--- config.mk ---
export PLATFORM = sky130hd
export DESIGN_NAME = gas_ram
export DESIGN_NICKNAME = d
export VERILOG_FILES = /design/src/hw/rtl/gas_ram.sv
export SDC_FILE = /design/constraint.sdc
export NUM_CORES = 1
export LEC_CHECK = 0
export BUFFER_PORTS_ARGS = -buffer_cell sky130_fd_sc_hd__buf_2
export CAP_MARGIN = 20
export CORE_ASPECT_RATIO = 0.5
export CORE_UTILIZATION = 60
export DETAILED_ROUTE_END_ITERATION = 12
export PLACE_DENSITY = 0.78
export REMOVE_ABC_BUFFERS = 1
export SLEW_MARGIN = 5
export SYNTH_ARGS = -nofsm -noshare
export SYNTH_HDL_FRONTEND = slang
export SYNTH_SLANG_ARGS = --single-unit
--- constraint.sdc ---
create_clock -name clk -period 2.03 [get_ports clk]
set_clock_uncertainty 0.05 [all_clocks]
set_input_delay 0.203 -clock clk [delete_from_list [all_inputs] [get_ports clk]]
set_output_delay 0.203 -clock clk [all_outputs]
set_load 0.02 [all_outputs]
--- src/hw/rtl/gas_ram.sv ---
`timescale 1ns / 1ps
// ----------------------------------------------------------------------------
// Glyph atlas entry RAM
// Simple dual-port synchronous RAM: one write port, one read port with the
// read data registered.
// ----------------------------------------------------------------------------
module gas_ram #(
  parameter int WIDTH = 8,
  parameter int DEPTH = 16,
  localparam int AW = $clog2(DEPTH)
) (
  input  logic             clk,
  input  logic             we,
  input  logic [AW-1:0]    waddr,
  input  logic [WIDTH-1:0] wdata,
  input  logic             re,
  input  logic [AW-1:0]    raddr,
  output logic [WIDTH-1:0] rdata
);

  logic [WIDTH-1:0] mem [DEPTH];
  logic [WIDTH-1:0] rdata_r;

  always_ff @(posedge clk) begin
    if (we) begin
      mem[waddr] <= wdata;
    end
  end

  always_ff @(posedge clk) begin
    if (re) begin
      rdata_r <= mem[raddr];
    end
  end

  assign rdata = rdata_r;

endmodule

### Word level (Yosys, flattened, before mapping)

Memories as Yosys holds them, arrays and structs flattened. A register that Yosys moved wholly into a read port is not among the register bits.
Cells that the tools add are included.

| storage, ports and cells | value |
|---|---|
| register bits after elaboration | 0 |
| latch bits | 0 |
| bits in writable memories | 128 |
| memory bits (read-only) | 0 |
| input bits | 19 |
| output and inout bits | 8 |
| word-level logic and storage cells | 3 |
| memories kept | 1 |

| cells by class | value |
|---|---|
| add/sub/neg operators | 0 |
| multiply operators | 0 |
| div/mod/pow operators | 0 |
| magnitude comparators | 0 |
| equality and inequality tests | 0 |
| shift operators | 0 |
| multiplexer cells | 2 |
| bitwise logic cells | 0 |
| reduce and logical (&&, ||, !) cells | 0 |

Memories:

| name | words | bits a word | read ports | clocked after Yosys merged registers in | write ports | RTL line | RTL |
|---|---|---|---|---|---|---|---|
| mem | 16 | 8 | 1 | 1 | 1 | 21 | `logic [WIDTH-1:0] mem [DEPTH];` |

Operator list:

| cell | count |
|---|---|
| 1-bit 2-to-1 mux | 2 |

### Logic depth before layout (Yosys ltp)

| logic depth | value |
|---|---|
| depth in word-level cells | 2 |
| mapped depth | 5 |
| mapped depth without buffers | 3 |

### Worst setup path before layout

OpenSTA, ideal clock, no wires.

| path | value |
|---|---|
| kind | in2reg |
| from | in waddr[2] |
| to | mem mem[0][0], enable pin |
| arrival | 1.313 ns |
| required time | 1.597 ns |
| slack | 0.284 ns |
| cell stages on the path | 2 |
| path buffers | 0 |
| cells stage by stage | or3b_2 nor3_1 |

RTL lines:

| what | RTL line | RTL |
|---|---|---|
| from (decl) | 14 | `input logic [AW-1:0] waddr,` |
| to (decl) | 21 |  |

Straight into the memory's write port.

==> metrics.yaml <==
outcome: "finished clean"
hold_viol: 0
overflow: 0
powerDensity_mw_per_mm2: 1043
multi_input_area_mm2: 0.001057
max_cap_violations: 0
fmax_mhz: 594.9
worstMarginPinSlew_ns: 0.4354
insertedDiodeCount: 0
wl_per_cell_um: 26.49
die_y_um: 68
setup_viol: 0
syn_inst: 229
yosys_warnings: 0
syn_area_mm2: 0.005228
layout.nets: 305
critPathRequiredTime_ns: 2.13
vias_per_cell: 6.483
dp_slack_ns: 0.1028
finalCriticalPeriod_ns: 1.681
critPathArrivalTime_ns: 1.78
root_buffer: "clkbuf_16"
wl_met2_um: 4966
dieArea_mm2: 0.009112
grt_pass1_vias: 2673
clkSlewWorstSetupHoldPaths_ns: 0.05
drive_gt1_share_pct: 30.54
power_uw: 6431
power.leakage_uw: 0.002104
grt_use_total_pct: 27.17
vias: 2658
gp_congestion: 0.7792
cp_slowest_stage_delay_ns: 0.50
setup_tns_ns: 0
fin_ws_ns: 0.3491
worstReg2RegStart: "mem[11][4]"
slowest_stage: "mux4_1"
synth.distinct_cells: 18
drtIter0Drc: 369
startpoint_type: "register"
switchingPower_uw: 1244
hp-class: "in2reg"
cts_tree: "yes"
syn_area_per_cell_um2: 22.83
placed_cell_area_mm2: 0.005602
highest_layer: "met4"
power.internal_uw: 5187
wl_met1_um: 4423
drtPass1Iterations: 5
ir_drop_mv: 0.7812
ios: 27
detail-route-antenna-nets: 0
grt_start_max_net_pins: 26
wl_met3_um: 1079
layout.cell_area.non_filler_mm2: 0.006168
worstRegToRegCells: 3
hpwl_um: 6334
clk_latency_ns: 0.41
num_rows: 23
cts_made_buffers: 17
cts-resized-gates: 0
p_comb_share_pct: 4.9
p_sw_share_pct: 19.34
cp-end-kind: "register"
ctsHoldBuffers: 0
area_delta_synth_final_pct: 18.00
hp-start: "wdata[2]"
yosysSeqAreaShare_pct: 78.12
die_w_um: 134.0
period_share_pct: 82.80
ys_ff_latch: 136
drc_errors: 0
pwr-share-clk_pct: 45.5
power_frac_seq_pct: 49.6
fillers: 420
maxSlewViolCount: 0
cts_buffer_depth: 2
grt_pass1_wl_um: 15990
htreeDepth: 4
drt_wl_total_um: 10860
io_buffers: 26
critical_path_class: "reg2reg"
rsz0062_at_grt: "false"
cts.sinks: 136
antenna_found_initial: 0
hold_path_depth: 1
final-seq-area_mm2: 0.004084
cts_setup_buffers: 0
startpoint: "mem[11][4]"
relSlewSlack_pct: 70.98
start_util_pct: 63.51
r2r_slack_ns: 0.35
path_max_fanout: 1
worstPathCellList: "mux4_1, a22oi_1, nand2_1"
core_area_mm2: 0.008230
==> per-layer routing <==
metal	vias to the layer above	global-route usage [%]
met2	198	40.87
met5	-	0
met4	0	14.35
li1	1097	-
met1	1329	35.88
met3	34	9.556
==> sequential cells by signal, summed over array words and instances, names as in the netlist <==
signal  cells
rdata       8
mem       128
==> metrics by stage <==
step	utilization, %	cells	hold WS, ns
2_1_floorplan	-	219	0.2519
3_3_place_gp	68.06	379	0.5181
3_5_place_dp	68.06	379	0.5329
4_1_cts	74.95	410	0.09712
5_1_grt	74.95	410	0.1025
6_report	74.95	410	0.1159
==> kinds of logic (layout without fill, tap and decap cells) <==
group / count (synthesis) / count (layout) / share of synthesized area, %
AOI/OAI and AO/OA: 16 / 16 / 2.298
buffers and inverters: 10 / 79 / 1.651
DFF: 136 / 136 / 78.12
muxes: 32 / 32 / 14.79
and+or+nand+nor: 35 / 35 / 3.136
==> worst max-delay path: cells and delay by family (launching register included) <==
family | cells | cell delay [ns]
mux | 1 | 0.50
compound gates | 1 | 0.39
flops | 1 | 0.36
simple gates | 1 | 0.11
==> worst paths after layout <==
kind                     end
hold reg to reg     rdata[0]
setup / recovery    rdata[4]
setup reg to reg    rdata[4]
hold / removal    mem[13][2]
==> area by class of cell <==
| class | count | area share (%) |
|---|---|---|
| timing repair buffer | 48 | 5.193 |
| sequential | 136 | 66.21 |
| multi-input combinational | 83 | 17.14 |
| tap | 112 | 2.272 |
| clock inverter | 12 | 2.170 |
| clock buffer | 19 | 7.018 |
==> cells in the mapped netlist <==
cell / n / area share (%)
or3b_2: 1 / 0.17
buf_2: 3 / 0.29
nor2b_1: 1 / 0.12
nand2b_1: 2 / 0.24
nand3_1: 1 / 0.096
and2_1: 1 / 0.12
buf_4: 1 / 0.14
mux4_2: 18 / 7.8
mux4_1: 14 / 7.0
nor2_1: 13 / 0.93
buf_6: 3 / 0.65
and2b_1: 1 / 0.14
edfxtp_1: 136 / 78
clkdlybuf4s25_2: 3 / 0.57
nand3b_1: 2 / 0.29
nor3_1: 4 / 0.38
nand2_1: 9 / 0.65
a22oi_1: 16 / 2.3
==> power groups by stage <==
stage	sequential [uW]	clock [uW]	combinational, uW
floorplan	3250	0	126
global placement	3240	0	299
detailed placement	3240	0	308
CTS	3190	2950	317
global route	3190	3060	336
finish	3190	2920	318
==> cells in the final DEF (no fill, tap or decap) <==
| master | instances |
|---|---|
| edfxtp_1 | 136 |
| and2b_1 | 1 |
| mux4_2 | 18 |
| a22oi_1 | 16 |
| clkbuf_16 | 17 |
| nor2b_1 | 1 |
| clkinv_2 | 2 |
| clkinvlp_4 | 2 |
| buf_4 | 20 |
| nand2b_1 | 2 |
| nand3_1 | 1 |
| buf_2 | 26 |
| and2_1 | 1 |
| nor2_1 | 13 |
| or3b_2 | 1 |
| nand3b_1 | 2 |
| clkinv_1 | 5 |
| nand2_1 | 9 |
| bufinv_16 | 3 |
| clkbuf_1 | 2 |
| mux4_1 | 14 |
| nor3_1 | 4 |
| buf_12 | 2 |
No activity file was read; power rests on OpenSTA's default activity.
