## config.mk

```make
export PLATFORM = sky130hd
export DESIGN_NAME = gas_packer
export DESIGN_NICKNAME = d
export VERILOG_FILES = /design/src/hw/rtl/gas_pkg.sv /design/src/hw/rtl/gas_packer.sv
export SDC_FILE = /design/constraint.sdc
export NUM_CORES = 1
export LEC_CHECK = 0
export ABC_CLOCK_PERIOD_IN_PS = 20900
export BUFFER_PORTS_ARGS = -buffer_cell sky130_fd_sc_hd__clkbuf_2
export CAP_MARGIN = 20
export CORE_MARGIN = 4
export CORE_UTILIZATION = 63
export DETAILED_ROUTE_END_ITERATION = 16
export GPL_TIMING_DRIVEN = 0
export MAX_ROUTING_LAYER = met4
export PLACE_DENSITY = 0.87
export SKIP_LAST_GASP = 1
export SYNTH_ARGS = -nofsm -noshare
export SYNTH_HDL_FRONTEND = slang
export SYNTH_SLANG_ARGS = --single-unit
export TNS_END_PERCENT = 1
```

## constraint.sdc

```tcl
create_clock -name clk -period 20.9 [get_ports clk]
set_input_delay 4.18 -clock clk [delete_from_list [all_inputs] [get_ports clk]]
set_output_delay 4.18 -clock clk [all_outputs]
set_load 0.01 [all_outputs]
```

## src/hw/rtl/gas_pkg.sv

```systemverilog
`timescale 1ns / 1ps
// ----------------------------------------------------------------------------
// Glyph atlas shelf cache package
// Sizes, status codes and beat types shared by the cache and the shelf
// packer.
// ----------------------------------------------------------------------------
package gas_pkg;

  localparam int CACHE_ENTRIES = 256;
  localparam int ATLAS_WIDTH   = 1024;
  localparam int ATLAS_HEIGHT  = 1024;

  localparam int ENTRY_AW = $clog2(CACHE_ENTRIES);
  localparam int COUNT_W  = $clog2(CACHE_ENTRIES + 1);

  localparam int GLYPH_W = 16;
  localparam int DIM_W   = 11;
  localparam int POS_W   = 10;
  // Wide enough for a cursor plus a box plus a row height without overflow.
  localparam int SUM_W   = 15;

  localparam logic [1:0] ST_HIT    = 2'd0;
  localparam logic [1:0] ST_PLACED = 2'd1;
  localparam logic [1:0] ST_EMPTY  = 2'd2;
  localparam logic [1:0] ST_FULL   = 2'd3;

  typedef struct packed {
    logic [GLYPH_W-1:0] glyph_id;
    logic [DIM_W-1:0]   bmp_width;
    logic [DIM_W-1:0]   bmp_height;
  } in_beat_t;

  typedef struct packed {
    logic [1:0]         status;
    logic [POS_W-1:0]   pos_x;
    logic [POS_W-1:0]   pos_y;
    logic [DIM_W-1:0]   box_width;
    logic [DIM_W-1:0]   box_height;
    logic               evicted;
    logic [GLYPH_W-1:0] evicted_glyph;
  } out_beat_t;

  typedef struct packed {
    logic [GLYPH_W-1:0] glyph;
    logic [POS_W-1:0]   x;
    logic [POS_W-1:0]   y;
    logic [DIM_W-1:0]   w;
    logic [DIM_W-1:0]   h;
  } entry_t;

  // Placement decision handed from the packer to the cache control.
  typedef struct packed {
    logic [1:0]       status;
    logic [POS_W-1:0] pos_x;
    logic [POS_W-1:0] pos_y;
    logic [DIM_W-1:0] box_width;
    logic [DIM_W-1:0] box_height;
  } place_t;

endpackage

```

## src/hw/rtl/gas_packer.sv

```systemverilog
`timescale 1ns / 1ps
// ----------------------------------------------------------------------------
// Glyph atlas shelf packer
// Holds the shelf cursor and row height, decides where a missed glyph goes
// and advances the cursor when the decision is committed.
// ----------------------------------------------------------------------------
module gas_packer (
  input  logic                       clk,
  input  logic                       rst_n,
  input  logic                       commit,
  input  logic [gas_pkg::DIM_W-1:0]  bmp_width,
  input  logic [gas_pkg::DIM_W-1:0]  bmp_height,
  output gas_pkg::place_t            place
);

  logic [gas_pkg::DIM_W-1:0] cursor_x_r, cursor_x_nxt;
  logic [gas_pkg::DIM_W-1:0] cursor_y_r, cursor_y_nxt;
  logic [gas_pkg::DIM_W-1:0] row_h_r, row_h_nxt;

  logic                      empty;
  logic                      too_wide;
  logic                      wrap;
  logic                      too_tall;
  logic [gas_pkg::SUM_W-1:0] sum_x;
  logic [gas_pkg::SUM_W-1:0] cy;
  logic [gas_pkg::SUM_W-1:0] sum_y;
  logic [gas_pkg::DIM_W-1:0] cx;
  logic [gas_pkg::DIM_W-1:0] rh;

  always_comb begin
    empty    = (bmp_width == '0) || (bmp_height == '0);
    too_wide = gas_pkg::SUM_W'(bmp_width) > gas_pkg::SUM_W'(gas_pkg::ATLAS_WIDTH);
    sum_x    = gas_pkg::SUM_W'(cursor_x_r) + gas_pkg::SUM_W'(bmp_width);
    wrap     = sum_x > gas_pkg::SUM_W'(gas_pkg::ATLAS_WIDTH);
    cy       = wrap ? gas_pkg::SUM_W'(cursor_y_r) + gas_pkg::SUM_W'(row_h_r)
                    : gas_pkg::SUM_W'(cursor_y_r);
    cx       = wrap ? '0 : cursor_x_r;
    rh       = wrap ? '0 : row_h_r;
    sum_y    = cy + gas_pkg::SUM_W'(bmp_height);
    too_tall = sum_y > gas_pkg::SUM_W'(gas_pkg::ATLAS_HEIGHT);

    place = '0;
    if (empty) begin
      place.status = gas_pkg::ST_EMPTY;
    end else if (too_wide || too_tall) begin
      place.status = gas_pkg::ST_FULL;
    end else begin
      place.status     = gas_pkg::ST_PLACED;
      place.pos_x      = gas_pkg::POS_W'(cx);
      place.pos_y      = gas_pkg::POS_W'(cy);
      place.box_width  = bmp_width;
      place.box_height = bmp_height;
    end
  end

  // A row wrap stands even when the height test then reports a full atlas.
  always_comb begin
    cursor_x_nxt = cursor_x_r;
    cursor_y_nxt = cursor_y_r;
    row_h_nxt    = row_h_r;
    if (commit && !empty && !too_wide) begin
      cursor_y_nxt = gas_pkg::DIM_W'(cy);
      cursor_x_nxt = cx;
      row_h_nxt    = rh;
      if (!too_tall) begin
        cursor_x_nxt = gas_pkg::DIM_W'(sum_x - gas_pkg::SUM_W'(cursor_x_r)
                                       + gas_pkg::SUM_W'(cx));
        if (bmp_height > rh) begin
          row_h_nxt = bmp_height;
        end
      end
    end
  end

  always_ff @(posedge clk) begin
    if (!rst_n) begin
      cursor_x_r <= '0;
      cursor_y_r <= '0;
      row_h_r    <= '0;
    end else begin
      cursor_x_r <= cursor_x_nxt;
      cursor_y_r <= cursor_y_nxt;
      row_h_r    <= row_h_nxt;
    end
  end

endmodule

```

# == Yosys cells after proc, flatten, opt, wreduce, memory -nomap -nowiden ==
# Cells that the tools add are included.
# totals
register_bits,33
latchBits,0
ramBits,0
rom_bits,0
inputBits,25
out_inout_bits,44
wordCells,30
mem_count,0
# op_classes
addsub,5
multipliers,0
div_mod_pow,0
magnitude_cmp,4
n_eq_ne,0
shifts,0
n_mux,10
bitwise,0
reduce_logical,8
# op_table
operator,count
two-way mux 42 bit,2
two-way mux 11 bit,5
adder 11 x 11 -> 12 bit,2
logical NOT 11 bit,2
adder 12 x 11 -> 13 bit,1
"> comparator 13 x 11 -> 1 bit, second input constant",1
"> comparator 12 x 11 -> 1 bit, second input constant",1
two-way mux 12 bit,1
adder 11 bit,1
> comparator 11 bit,1
"> comparator 11 bit, second input constant",1
subtractor 11 bit,1
two-way mux 2 bit,2
logical AND 1 bit,2
logical NOT 1 bit,2
logical OR 1 bit,2

# == Longest topological paths before layout ==
# Gate-level depths: netlist (run 1).
# depth
ltp_word,8
depth_mapped,24
ltp_nobuf,21

# == Least setup slack after synthesis (run 1) ==
# No wires, ideal clock.
# synth_timing
path_kind,input to output
startpoint,input port bmp_width[0] in the netlist's numbering
endpoint,output port place[33] in the netlist's numbering
t_arrival_ns,9.204
required_ns,16.720
slack_ns,7.516
stages,22
path_buffers,3
cell_sequence,ha_1 -> fa_1 -> a21o_1 -> a22o_1 -> a311o_1 -> xor2_1 -> o31ai_1 -> nand2_1 -> buf_2 -> mux2i_1 -> inv_1 -> ha_1 -> a2111oi_2 -> o21ai_0 -> a221oi_1 -> nand3b_1 -> a211oi_1 -> or2_0 -> buf_2 -> nand3_1 -> clkbuf_1 -> nor3_1
# synth_rtl
item,line_no,text
"start, declared",gas_packer.sv:11,"input logic [gas_pkg::DIM_W-1:0] bmp_width,"
"end, declared",gas_packer.sv:13,output gas_pkg::place_t place

==> impl_metrics.json, run 1 <==
{
  "rrSetupSlack_ns": 14.35,
  "diodes": 0,
  "grt_max_degree": 12,
  "synth_edf_count": 0,
  "numCtsBuffers": 5,
  "detail_route.wl_per_cell_um": 16.7,
  "netlist-cell-type-count": 63,
  "start_util_pct": 64.7,
  "fillers": 566,
  "yosysWarnings": 0,
  "design_power_total_uw": 676,
  "die_h_um": 91.5,
  "grt_pass1_vias": 4379,
  "seq_area_frac_synth_pct": 15.0,
  "rsz0062_at_grt": "false",
  "dr_total_vias": 4670,
  "gp_congestion": 0.960,
  "critPathLaunchType": "input pin",
  "rr_endpoint": "row_h_r[10]$_SDFFE_PN0P_",
  "cts_tree": "yes",
  "core_um2": 6790,
  "routed_wl_mm": 12.6,
  "worstHoldStart": "cursor_y_r[10]$_SDFFE_PN0P_",
  "cts-hold-fix-buffers": 0,
  "synthesis.nets": 679,
  "power.leakage_uw": 0.00249,
  "nNetsFinal": 754,
  "async_flop_share_pct": 0,
  "power.density_nw_per_um2": 137,
  "hpwl_mm": 10.1,
  "yosys-top-cells-area": "ha_1 15%, dfxtp_1 15%, nor2_1 6.5%, inv_1 6.1%, fa_1 5.9%",
  "hold_viol": 0,
  "cts.path.max_buffers": 2,
  "mappedNetlistArea_um2": 4400,
  "critPathRequiredTime_ns": 16.72,
  "portBuffers": 68,
  "cp.arrival_ns": 10.72,
  "rows": 30,
  "cts-resized-gates": 0,
  "fin_tns_setup_ns": 0,
  "overflow": 0,
  "top_layer_used": "met4",
  "yosys.area.top_type": "ha_1",
  "drc": 0,
  "hp-class": "reg2reg",
  "slowest_delay_ns": 0.53,
  "cts_setup_buffers": 0,
  "antenna_found_initial": 0,
  "grtUsageTotal_pct": 31.0,
  "timing.rr.start": "cursor_x_r[0]$_SDFFE_PN0P_",
  "hold_end": "cursor_y_r[10]$_SDFFE_PN0P_",
  "root_buffer": "clkbuf_8",
  "status": "finished, final reports clean",
  "ios": 69,
  "cts_max_level": 2,
  "dieArea_um2": 8380,
  "synthFlopType": "dfxtp_1",
  "cp_max_fo": 10,
  "maxCapViolCount": 0,
  "critPathBufInv": 6,
  "clock_latency_ns": 0.30,
  "yosys.cell_count.top_type": "nor2_1",
  "first_pass_iters": 5,
  "maxSlewHeadroom_pct": 53.6,
  "hold_ws_ns": 0.509,
  "crit_family": "compound AO/OA/AOI/OAI gates",
  "worst_clock_skew_ns": 0.0100,
  "setup_viol": 0,
  "synth-seq-cells": 33,
  "fmax_mhz": 67.1,
  "syn_inst": 587,
  "chipWidth_um": 91.5,
  "wl_met1_mm": 5.49,
  "drive_above_1_share_pct": 14.3,
  "ff2ff_path_depth": 22,
  "peakVddDrop_mv": 0.0868,
  "whs_path_depth": 2,
  "cts_sinks": 33,
  "period_needed_ns": 14.90,
  "grt_pass1_wl_mm": 20.7,
  "met2WireLength_mm": 5.70,
  "worst_slew_pin_slew_ns": 0.690,
  "dr.first_iter.drc_count": 467,
  "finalCritPeriodShare_pct": 71.3,
  "cp-end-kind": "primary output",
  "wl_met3_mm": 1.19,
  "syn_to_final_growth_pct": 12.4,
  "slew_violations": 0,
  "viasPerCell": 6.15,
  "ys_top_cells_by_count": "76 x nor2_1, 72 x inv_1, 54 x ha_1",
  "yosysTopAreaCellShare_pct": 15.4,
  "critical_path_class": "in2out",
  "clkTransAtPathRegs_ns": 0.08,
  "cp_cell_sequence": "clkbuf_2 -> ha_1 -> fa_1 -> a21o_1 -> a221oi_1 -> xor2_1 -> o211ai_1 -> o31ai_1 -> nand2_1 -> buf_2 -> mux2i_1 -> inv_1 -> ha_1 -> a2111oi_2 -> o21ai_0 -> a221oi_1 -> nor2b_1 -> o31ai_1 -> or2_0 -> buf_2 -> nand3_1 -> clkbuf_1 -> nor3_1 -> clkbuf_2",
  "ant_nets": 0,
  "slowest_stage": "o31ai_1",
  "syn_avg_cell_area_um2": 7.49
}
cell families (layout without fill, tap and decap cells):
| kind of cell | after synthesis | after routing | synth area share [%] |
|---|---|---|---|
| DFF | 33 | 33 | 15.0 |
| muxes | 10 | 10 | 2.31 |
| adders and majority gates | 67 | 67 | 21.3 |
| buffers and inverters | 92 | 168 | 8.31 |
| and+or+nand+nor | 215 | 215 | 23.7 |
| xor gates and xnor gates | 25 | 25 | 5.29 |
| AOI/OAI and AO/OA | 145 | 145 | 24.1 |
tightest hold or removal path, cell delays in order, from the launching register on:
cell	delay (ns)
dfxtp_1	0.33
o21ai_0	0.07
a21oi_1	0.06
report_power, final:
part | switching [uW] | total (uW) | internal, uW
Combinational | 313 | 536 | 223
Clock | 27.7 | 50.8 | 23.0
Sequential | 15.9 | 89.6 | 73.8
metrics by stage:
stage          area, um^2  instances  utilization, %  setup WS [ns]
6_report             4940        759            72.8           6.00
5_1_grt              4940        759            72.8           5.35
4_1_cts              4940        759            72.8           6.16
3_5_place_dp         4860        751            71.5           6.18
3_3_place_gp         4860        751            71.5           6.29
2_1_floorplan        4400        587               -           7.52
cells in the final DEF (no fill, tap or decap), types with 12 or more instances in the layout:
cell / n
nor2_1: 76
inv_1: 72
clkbuf_2: 68
ha_1: 54
nand2_1: 38
dfxtp_1: 33
a21oi_1: 28
and3_1: 26
nor3_1: 22
o21ai_0: 19
xnor2_1: 17
fa_1: 13
a22o_1: 12
clkbuf_1: 12
routing by layer:
layer / vias to the layer above / GRT usage (%)
met5: - / -
met4: 0 / 9.05
met3: 33 / 7.13
met2: 196 / 47.5
met1: 2191 / 40.6
li1: 2250 / -
state kept, by name, summed over array words and instances (netlist names):
name / count
row_h_r: 11
cursor_x_r: 11
cursor_y_r: 11
worst max path at each step:
stage	slack [ns]	start	depth (start not counted)	to
after CTS	6.16	bmp_width[0]	24	place[36]
after floorplan	7.52	bmp_width[0]	22	place[33]
after global placement	6.29	bmp_width[0]	24	place[33]
after global routing	5.35	bmp_width[0]	24	place[37]
after detailed placement	6.18	bmp_width[0]	24	place[36]
final	6.00	bmp_width[0]	24	place[36]
cell type report:
class | count | area [um^2] | share of cell area (%)
multi-input cells | 462 | 3370 | 68.2
flip-flops and latches | 33 | 661 | 13.4
repair buffers | 68 | 340 | 6.88
inverters | 72 | 270 | 5.47
well taps | 96 | 120 | 2.43
plain buffers | 20 | 95.1 | 1.92
clock buffers | 5 | 68.8 | 1.39
clock inverters | 3 | 17.5 | 0.354
(Power assumes the default switching activity.)
==> inputs of run 2 (changes only) <==
--- a/config.mk
+++ b/config.mk
@@ -5,15 +5,15 @@
 export SDC_FILE = /design/constraint.sdc
 export NUM_CORES = 1
 export LEC_CHECK = 0
-export ABC_CLOCK_PERIOD_IN_PS = 20900
+export ABC_CLOCK_PERIOD_IN_PS = 12400
 export BUFFER_PORTS_ARGS = -buffer_cell sky130_fd_sc_hd__clkbuf_2
 export CAP_MARGIN = 20
 export CORE_MARGIN = 4
-export CORE_UTILIZATION = 63
+export CORE_UTILIZATION = 53
 export DETAILED_ROUTE_END_ITERATION = 16
 export GPL_TIMING_DRIVEN = 0
 export MAX_ROUTING_LAYER = met4
-export PLACE_DENSITY = 0.87
+export PLACE_DENSITY = 0.78
 export SKIP_LAST_GASP = 1
 export SYNTH_ARGS = -nofsm -noshare
 export SYNTH_HDL_FRONTEND = slang
==> constraint.sdc (replaced) <==
create_clock -name clk -period 12.4 [get_ports clk]
set_input_delay 2.48 -clock clk [delete_from_list [all_inputs] [get_ports clk]]
set_output_delay 2.48 -clock clk [all_outputs]
set_load 0.01 [all_outputs]
==> run 2 against run 1 <==
Against the previous run:
- wire length is 0.23% higher
- via count is 1.0% lower
- sequential share of layout area is 0.061 points lower
- count of clock-buffer cells in the layout is 2 higher
- critical endpoint is now place[40]
==> impl_metrics.json, run 2 (synthesis gave the netlist of run 1 again) <==
{
  "status": "finished, final reports clean",
  "rsz0062_at_grt": "false",
  "critical_path_class": "in2out",
  "ios": 69,
  "cts_sinks": 33,
  "critPathRequiredTime_ns": 9.92,
  "rr_endpoint": "row_h_r[4]$_SDFFE_PN0P_",
  "dr_total_vias": 4622,
  "worst_slew_pin_slew_ns": 0.706,
  "die_h_um": 99.1,
  "clock_latency_ns": 0.29,
  "cp_max_fo": 10,
  "setup_viol": 0,
  "cp-end-kind": "primary output",
  "hpwl_mm": 10.1,
  "cts_tree": "yes",
  "switchingPower_uw": 599,
  "clkPwrFrac_pct": 8.2,
  "ff2ff_path_depth": 22,
  "gp_congestion": 0.894,
  "worst_clock_skew_ns": 0.00296,
  "cp_cell_sequence": "clkbuf_2 -> ha_1 -> fa_1 -> a21o_1 -> a22o_1 -> a311o_1 -> xor2_1 -> o31ai_1 -> nand2_1 -> buf_2 -> mux2i_1 -> inv_1 -> ha_1 -> a2111oi_2 -> o21ai_0 -> a221oi_1 -> nor2b_1 -> o31ai_1 -> or2_0 -> buf_2 -> nand3_1 -> clkbuf_1 -> nor3_1 -> clkbuf_2",
  "chipWidth_um": 99.1,
  "period_needed_ns": 11.55,
  "fin_tns_setup_ns": 0,
  "seq_area_um2": 661,
  "cts.path.max_buffers": 2,
  "critPathBufInv": 6,
  "dr.first_iter.drc_count": 339,
  "cts_max_level": 2,
  "detail_route.wl_per_cell_um": 16.6,
  "hold_viol": 0,
  "nNetsFinal": 754,
  "timing.rr.start": "cursor_x_r[0]$_SDFFE_PN0P_",
  "fmax_mhz": 86.6,
  "slowest_delay_ns": 0.55,
  "whs_path_depth": 2,
  "p_seq_share_pct": 13.2,
  "combPwrFrac_pct": 78.6,
  "power.density_nw_per_um2": 231,
  "slowest_stage": "o31ai_1",
  "start_util_pct": 55.7,
  "numCtsBuffers": 5,
  "rrSetupSlack_ns": 5.94,
  "portBuffers": 68,
  "hold_end": "cursor_y_r[10]$_SDFFE_PN0P_",
  "drive_above_1_share_pct": 14.3,
  "worstSetupPathDepth": 24,
  "viasPerCell": 6.04,
  "dieArea_um2": 9820,
  "worstHoldStart": "cursor_y_r[10]$_SDFFE_PN0P_",
  "crit_family": "compound AO/OA/AOI/OAI gates",
  "first_pass_iters": 5,
  "grt_pass1_vias": 4456,
  "maxCapViolCount": 0,
  "internal-power_uw": 550,
  "rows": 32,
  "maxSlewHeadroom_pct": 52.5,
  "slew_violations": 0,
  "grt_max_degree": 11,
  "finalCritPeriodShare_pct": 93.1,
  "overflow": 0,
  "syn_to_final_growth_pct": 12.9,
  "final_common_cell": "nor2_1",
  "switching_share_pct": 52.2,
  "root_buffer": "clkbuf_8",
  "fillers": 717,
  "fin_util_pct": 63.0,
  "peakVddDrop_mv": 0.124,
  "grtUsageTotal_pct": 27.5,
  "power.leakage_uw": 0.00250,
  "multiInputGateArea_um2": 3370,
  "drc": 0,
  "cp.arrival_ns": 9.07,
  "antenna_found_initial": 0,
  "top_regs": "cursor_x_r x11, cursor_y_r x11, row_h_r x11",
  "cts-resized-gates": 0,
  "diodes": 0,
  "routed_wl_mm": 12.7,
  "hp-class": "reg2reg",
  "clkTransAtPathRegs_ns": 0.07,
  "cts-hold-fix-buffers": 0,
  "grt_pass1_wl_mm": 21.3,
  "ant_nets": 0,
  "critPathLaunchType": "input pin",
  "cts_setup_buffers": 0,
  "core_um2": 7890,
  "layout_common_cells": "76 x nor2_1, 72 x inv_1, 68 x clkbuf_2"
}
-- run 2: worst min-delay path: stages (launching register included) --
cell and delay (ns):
dfxtp_1 0.33, o21ai_0 0.08, a21oi_1 0.06
-- run 2: final cells by class --
| cell class | instances | area share, % |
|---|---|---|
| buffer | 20 | 1.91 |
| clock inverter | 1 | 0.101 |
| timing repair buffer | 68 | 6.85 |
| inverter | 72 | 5.44 |
| clock buffer | 7 | 1.94 |
| tap | 102 | 2.57 |
| sequential | 33 | 13.3 |
| multi-input combinational | 462 | 67.9 |
-- run 2: layer usage --
metal / global-route usage [%] / part of all wire, % / wire length, um
met1: 36.9 / 46 / 5770
met2: 43.5 / 45 / 5740
met3: 4.60 / 6.8 / 868
met4: 6.20 / 2.3 / 296
met5: - / 0 / 0
-- run 2: power groups by stage --
| stage | clock (uW) | combinational, uW | sequential [uW] |
|---|---|---|---|
| after global routing | 99.1 | 1020 | 154 |
| after detailed placement | 0 | 890 | 153 |
| after global placement | 0 | 863 | 152 |
| final | 94.3 | 903 | 152 |
| after CTS | 94.4 | 896 | 150 |
| after floorplan | 0 | 698 | 143 |
-- run 2: through the flow --
stage / area, um^2 / hold slack (ns) / setup slack (ns) / power, uW / cells
4_1_cts: 4970 / 0.506 / 0.941 / 1140 / 765
5_1_grt: 4970 / 0.563 / 0.233 / 1270 / 765
3_5_place_dp: 4860 / 0.495 / 0.976 / 1040 / 757
2_1_floorplan: 4400 / 0.472 / 2.42 / 841 / 587
3_3_place_gp: 4860 / 0.490 / 1.00 / 1020 / 757
6_report: 4970 / 0.525 / 0.854 / 1150 / 765
-- run 2: worst max-delay path by stage --
stage / slack [ns] / end / from
after floorplan: 2.42 / place[33] / bmp_width[0]
after global placement: 1.0 / place[40] / bmp_width[0]
after detailed placement: 0.98 / place[40] / bmp_width[0]
after CTS: 0.94 / place[40] / bmp_width[0]
after global routing: 0.23 / place[40] / bmp_width[0]
final: 0.85 / place[40] / bmp_width[0]
